--- src/rtl/ibcs_pkg.sv ---
`timescale 1ns / 1ps
`default_nettype none
// ------------------------------------------------------------------------
// ibcs_pkg
// Shared types and constants for the imu bias calibrate and smooth unit.
// ------------------------------------------------------------------------
package ibcs_pkg;

    localparam int unsigned CFG_IDX_W   = 3;
    localparam int unsigned CFG_DATA_W  = 32;
    localparam int unsigned LIMIT_W     = 32;
    localparam int unsigned ALPHA_W     = 17;
    localparam int unsigned TARGET_W    = 10;
    localparam int unsigned ALPHA_SHIFT = 16;

    localparam logic [CFG_IDX_W-1:0] CFG_ACCEL_SQ_MIN       = 3'd0;
    localparam logic [CFG_IDX_W-1:0] CFG_ACCEL_SQ_MAX       = 3'd1;
    localparam logic [CFG_IDX_W-1:0] CFG_GYRO_SQ_MAX        = 3'd2;
    localparam logic [CFG_IDX_W-1:0] CFG_SMOOTHING_ALPHA    = 3'd3;
    localparam logic [CFG_IDX_W-1:0] CFG_CALIBRATION_TARGET = 3'd4;

    localparam logic [LIMIT_W-1:0]  RST_ACCEL_SQ_MIN = 32'd10737418;
    localparam logic [LIMIT_W-1:0]  RST_ACCEL_SQ_MAX = 32'd24159191;
    localparam logic [LIMIT_W-1:0]  RST_GYRO_SQ_MAX  = 32'd102400;
    localparam logic [ALPHA_W-1:0]  RST_ALPHA        = 17'd13107;
    localparam logic [TARGET_W-1:0] RST_TARGET       = 10'd100;
    localparam logic [ALPHA_W-1:0]  ALPHA_ONE        = 17'd65536;

    typedef enum logic [9:0] {
        ST_IDLE   = 10'b0000000001,
        ST_SQ     = 10'b0000000010,
        ST_NORM   = 10'b0000000100,
        ST_DECIDE = 10'b0000001000,
        ST_DIVLD  = 10'b0000010000,
        ST_DIV    = 10'b0000100000,
        ST_BIAS   = 10'b0001000000,
        ST_MUL    = 10'b0010000000,
        ST_UPD    = 10'b0100000000,
        ST_OUT    = 10'b1000000000
    } state_t;

    typedef struct packed {
        logic load;
        logic square;
        logic seed;
        logic clear;
        logic accum;
        logic div_load;
        logic div_step;
        logic bias_wr;
        logic mul;
        logic upd;
    } lane_ctrl_t;

endpackage
`default_nettype wire

--- src/rtl/ibcs_lane.sv ---
`timescale 1ns / 1ps
`default_nettype none
// ------------------------------------------------------------------------
// ibcs_lane
// One axis: squares, rate sum, serial bias divider and both moving averages.
// ------------------------------------------------------------------------
module ibcs_lane #(
    parameter int unsigned SAMPLE_BITS       = 16,
    parameter int unsigned AVERAGE_FRAC_BITS = 16,
    parameter int unsigned COUNT_BITS        = 10
) (
    input  wire logic                                aclk,
    input  wire logic                                aresetn,
    input  wire ibcs_pkg::lane_ctrl_t                ctrl,
    input  wire logic signed [SAMPLE_BITS-1:0]       accel_in,
    input  wire logic signed [SAMPLE_BITS-1:0]       rate_in,
    input  wire logic [ibcs_pkg::ALPHA_W-1:0]        alpha,
    input  wire logic [COUNT_BITS-1:0]               divisor,
    output logic [2*SAMPLE_BITS-1:0]                 accel_sq,
    output logic [2*SAMPLE_BITS-1:0]                 rate_sq,
    output logic signed [SAMPLE_BITS-1:0]            smooth_accel,
    output logic signed [SAMPLE_BITS-1:0]            smooth_rate
);
    import ibcs_pkg::*;

    localparam int unsigned S      = SAMPLE_BITS;
    localparam int unsigned F      = AVERAGE_FRAC_BITS;
    localparam int unsigned CB     = COUNT_BITS;
    localparam int unsigned AVG_W  = S + F;
    localparam int unsigned SUM_W  = S + CB;
    localparam int unsigned PROD_W = AVG_W + 1 + ALPHA_W + 1;

    logic signed [S-1:0]      acc_reg, rate_reg, bias_reg;
    logic signed [SUM_W-1:0]  sum_reg;
    logic [SUM_W-1:0]         quo_reg;
    logic [CB:0]              rem_reg;
    logic                     neg_reg;
    logic signed [AVG_W-1:0]  acc_avg_reg, rate_avg_reg;
    logic signed [PROD_W-1:0] acc_prod_reg, rate_prod_reg;
    logic [2*S-1:0]           acc_sq_reg, rate_sq_reg;

    logic signed [2*S-1:0]    acc_sq_s, rate_sq_s;
    logic [CB:0]              rem_sh, rem_next;
    logic                     rem_ge;
    logic [SUM_W-1:0]         quo_next, sum_mag, quo_s;
    logic signed [S:0]        diff;
    logic signed [S-1:0]      corr;
    logic signed [AVG_W:0]    d_acc, d_rate;
    logic signed [ALPHA_W:0]  alpha_s;
    logic signed [PROD_W-1:0] acc_adj, rate_adj, acc_step, rate_step;
    logic signed [AVG_W-1:0]  acc_out_adj, rate_out_adj;

    assign acc_sq_s  = acc_reg * acc_reg;
    assign rate_sq_s = rate_reg * rate_reg;

    // restoring divide of |sum| by the still count, one quotient bit a cycle
    assign rem_sh   = {rem_reg[CB-1:0], quo_reg[SUM_W-1]};
    assign rem_ge   = rem_sh >= {1'b0, divisor};
    assign rem_next = rem_ge ? rem_sh - {1'b0, divisor} : rem_sh;
    assign quo_next = {quo_reg[SUM_W-2:0], rem_ge};
    assign sum_mag  = sum_reg[SUM_W-1] ? SUM_W'(-sum_reg) : SUM_W'(sum_reg);
    assign quo_s    = neg_reg ? -quo_reg : quo_reg;

    // rate minus bias, saturated
    assign diff = {rate_reg[S-1], rate_reg} - {bias_reg[S-1], bias_reg};
    assign corr = (diff[S] ^ diff[S-1]) ? {diff[S], {(S-1){~diff[S]}}} : diff[S-1:0];

    assign d_acc   = {acc_reg[S-1], acc_reg, {F{1'b0}}} - {acc_avg_reg[AVG_W-1], acc_avg_reg};
    assign d_rate  = {corr[S-1], corr, {F{1'b0}}} - {rate_avg_reg[AVG_W-1], rate_avg_reg};
    assign alpha_s = {1'b0, alpha};

    // divide by 2^16 toward zero
    assign acc_adj   = acc_prod_reg
                     + {{(PROD_W-ALPHA_SHIFT){1'b0}}, {ALPHA_SHIFT{acc_prod_reg[PROD_W-1]}}};
    assign rate_adj  = rate_prod_reg
                     + {{(PROD_W-ALPHA_SHIFT){1'b0}}, {ALPHA_SHIFT{rate_prod_reg[PROD_W-1]}}};
    assign acc_step  = acc_adj >>> ALPHA_SHIFT;
    assign rate_step = rate_adj >>> ALPHA_SHIFT;

    assign acc_out_adj  = acc_avg_reg + {{(AVG_W-F){1'b0}}, {F{acc_avg_reg[AVG_W-1]}}};
    assign rate_out_adj = rate_avg_reg + {{(AVG_W-F){1'b0}}, {F{rate_avg_reg[AVG_W-1]}}};
    assign smooth_accel = acc_out_adj[AVG_W-1:F];
    assign smooth_rate  = rate_out_adj[AVG_W-1:F];
    assign accel_sq     = acc_sq_reg;
    assign rate_sq      = rate_sq_reg;

    always_ff @(posedge aclk) begin
        if (ctrl.load) begin
            acc_reg  <= accel_in;
            rate_reg <= rate_in;
        end
        if (ctrl.square) begin
            acc_sq_reg  <= acc_sq_s;
            rate_sq_reg <= rate_sq_s;
        end
        if (ctrl.div_load) begin
            neg_reg <= sum_reg[SUM_W-1];
            quo_reg <= sum_mag;
            rem_reg <= '0;
        end else if (ctrl.div_step) begin
            quo_reg <= quo_next;
            rem_reg <= rem_next;
        end
        if (ctrl.mul) begin
            acc_prod_reg  <= d_acc * alpha_s;
            rate_prod_reg <= d_rate * alpha_s;
        end
    end

    always_ff @(posedge aclk) begin
        if (!aresetn) begin
            sum_reg      <= '0;
            bias_reg     <= '0;
            acc_avg_reg  <= '0;
            rate_avg_reg <= '0;
        end else begin
            if (ctrl.clear) begin
                sum_reg  <= '0;
                bias_reg <= '0;
            end else if (ctrl.accum) begin
                sum_reg <= sum_reg + SUM_W'(rate_reg);
            end
            if (ctrl.bias_wr) begin
                bias_reg <= quo_s[S-1:0];
            end
            if (ctrl.seed) begin
                acc_avg_reg <= {acc_reg, {F{1'b0}}};
            end else if (ctrl.upd) begin
                acc_avg_reg <= acc_avg_reg + acc_step[AVG_W-1:0];
            end
            if (ctrl.upd) begin
                rate_avg_reg <= rate_avg_reg + rate_step[AVG_W-1:0];
            end
        end
    end

endmodule
`default_nettype wire

--- config.mk ---
export PLATFORM = sky130hd
export DESIGN_NAME = ibcs_lane
export DESIGN_NICKNAME = d
export VERILOG_FILES = /design/src/rtl/ibcs_pkg.sv /design/src/rtl/ibcs_lane.sv
export SDC_FILE = /design/constraint.sdc
export NUM_CORES = 2
export LEC_CHECK = 0
export ABC_AREA = 1
export CAP_MARGIN = 20
export CORE_MARGIN = 2
export CORE_UTILIZATION = 35
export DETAILED_ROUTE_END_ITERATION = 7
export DONT_BUFFER_PORTS = 1
export PLACE_DENSITY_LB_ADDON = 0.1
export SYNTH_ARGS = -nofsm -noshare
export SYNTH_HDL_FRONTEND = slang
export SYNTH_SLANG_ARGS = --single-unit
export TNS_END_PERCENT = 50
--- constraint.sdc ---
create_clock -name aclk -period 13.03 [get_ports aclk]
set_input_delay 1.303 -clock aclk [delete_from_list [all_inputs] [get_ports aclk]]
set_output_delay 1.303 -clock aclk [all_outputs]
set_load 0.02 [all_outputs]
==> impl_metrics.csv <==
group,metric,value,unit
run_status,status,"finished clean",
route,drt_iter0_drc,4343,
grt,antenna_found_initial,10,
cells_and_area,num-fill-cells,25450,
place,dp_hpwl,238700,µm
floorplan,die_w,494.7,µm
cells_and_area,drive_above_1_share,0.03014,
synthesis,synth_top_area_share,0.3680,
route,ant_nets,0,
place,gp_congestion,0.9167,
place,dp_cells,13780,
clock_network,cts_made_buffers,47,
floorplan,io_pins,167,
clock_network,cts_tree,"yes",
clock_network,clock_sinks,335,
sta,slew_headroom,0.2226,
clock_network,clock_path_buffers,3,
sta,tns,0,ps
route,wl,285800,µm
floorplan,die_area,0.2447,mm²
worst_setup_path,path_max_fanout,18,
sta,worst-slew-pin-transition,1165,ps
flow_run,maxCapViolations,0,
grt,grt_pass1_vias,72300,
floorplan,die_height,494.7,µm
synthesis,ys.flop_type,"edfxtp_1",
synthesis,synth_edf_count,219,
grt,grt_pass1_wl,441600,µm
clock_network,cts_root_buf,"clkbuf_16",
route,firstDrtPassIters,5,
clock_network,insertion_delay,690,ps
synthesis,yosysTopAreaCell,"fa_1",
route,num_vias,68100,
synthesis,synth.most_common_cell,"inv_1",
synthesis,ys_types,70,
synthesis,seq_area_frac_synth,0.1056,
clock_network,ctsHoldBuffers,0,
hold_path,hold_path.class,"reg -> reg",
cells_and_area,synthToLayoutAreaGrowth,5.846,%
sta,post-route-min-period,11640,ps
synthesis,yosys-top-cells-area,"fa_1 37%, inv_1 12%, ha_1 9.2%, nand2_1 9.0%, edfxtp_1 7.8%",
grt,grt_usage,0.2358,
worst_setup_path,cpLargestDelayFamily,"adder cells",
cells_and_area,num-nets-final,12890,
grt,gr-total-overflow,0,
sta,finalHoldViolCount,0,
grt,grt_max_degree,99,
worst_setup_path,critPathMostFrequentCell,"nand2_1",
floorplan,rows,180,
worst_setup_path,crit_path_top_delay_cell,"fa_1",
clock_network,htree_levels,2,
worst_setup_path,endpoint_kind,"register",
synthesis,ys_warn_count,0,
sta,fmax,85.93,MHz
place,io_buffers,0,
cells_and_area,stdcell_count,13870,
synthesis,async_flop_share,0,
worst_setup_path,worstSetupPathType,"reg -> reg",
synthesis,syn-instance-count,10810,
worst_setup_path,arrival,12030,ps
sta,finalCritPeriodShare,0.8931,
synthesis,avgSynthCellArea,7.794,µm²
route,wl_per_cell,20.60,µm
sta,report.final.slew_viol_count,0,
floorplan,initial_core_util,0.3510,
clock_network,path_clk_slew,60,ps
sta,setup_viol,0,
worst_setup_path,worst-path-buf-inv,10,
worst_setup_path,required,13420,ps
clock_network,cts_setup_buffers,0,
route,drc_errors,0,
worst_setup_path,cp-start-kind,"register",
clock_network,ctsResizeCount,0,
sta,rsz0062_at_grt,"false",
worst_setup_path,cp_slowest_stage_delay,570,ps
route,vias_per_cell,4.910,
floorplan,core,0.2401,mm²
sta,skew,35.94,ps
synthesis,syn_area,0.08427,mm²
synthesis,yosys_register_bits,335,
synthesis,synth_common_cells,"2751 x inv_1, 2021 x nand2_1, 1549 x fa_1, 981 x nor2_1, 621 x ha_1",
## layout make-up
class	instances	area, µm²	share of cell area
Timing Repair Buffer	74	566.8	0.006355
Inverter	2785	10460	0.1173
Clock inverter	28	332.8	0.003731
Clock buffer	58	1259	0.01411
Multi-Input combinational cell	7404	63690	0.7141
Antenna cell	1	2.502	0.00002806
Sequential cell	335	8899	0.09977
Tap cell	3185	3985	0.04468
## path summary, 6_finish.rpt
check,startpoint,end,slack [ps],cells after the start
worst max register to register,rate_reg[0]$_DFFE_PP_,rate_prod_reg[26]$_DFFE_PP_,1390,46
worst min-delay path,bias_reg[5]$_SDFFE_PN0P_,bias_reg[5]$_SDFFE_PN0P_,470,2
worst max-delay path,rate_reg[0]$_DFFE_PP_,rate_prod_reg[26]$_DFFE_PP_,1390,46
worst min register to register,bias_reg[5]$_SDFFE_PN0P_,bias_reg[5]$_SDFFE_PN0P_,470,2
## worst reg2reg max path, delay by kind of cell, from the launching register on
kind | cells | cell delay (ps)
flip-flops | 1 | 360
AND/OR/NAND/NOR | 16 | 2610
XOR/XNOR | 1 | 430
adder cells (fa/ha/maj) | 11 | 4660
AO/OA/AOI/OAI | 8 | 2350
buffers and inverters | 10 | 910
## through the flow
step	area, µm²	utilization	setup slack (ps)	hold WS [ps]
2_1_floorplan	84270	-	3653	444.7
3_3_place_gp	87560	0.3647	1315	455.6
3_5_place_dp	87580	0.3648	1444	461.2
4_1_cts	89170	0.3714	1366	469.8
5_1_grt	89190	0.3715	679.8	486.7
6_report	89190	0.3715	1393	466.5
## per-layer routing
| layer | vias up | GRT usage | wire [µm] |
|---|---|---|---|
| met5 | - | 0 | 13 |
| met3 | 204 | 0.01991 | 12520 |
| met4 | 2 | 0.04826 | 5816 |
| li1 | 32170 | - | - |
| met2 | 1502 | 0.3968 | 135400 |
| met1 | 34220 | 0.3308 | 132000 |
## logic make-up after synthesis
family | count (synthesis) | synth area share
AO/OA/AOI/OAI | 1131 | 0.07528
XOR/XNOR | 334 | 0.03498
adder cells (fa/ha/maj) | 2170 | 0.4602
other | 1 | 0.00004450
flip-flops | 335 | 0.1056
buffers and inverters | 3074 | 0.1387
AND/OR/NAND/NOR | 3767 | 0.1852
## placed cells by master (no fill, tap or decap), types with 116 or more instances in the layout
master       n
nand2_1   2021
inv_1     2750
a21oi_1    506
nor2_1     981
xor2_1     229
fa_1      1549
dfxtp_1    116
nand3_1    376
ha_1       621
edfxtp_1   219
o21ai_0    347
Power is not shown: default switching activity piles up to over one toggle a cycle in this logic, so the estimate is an artifact.
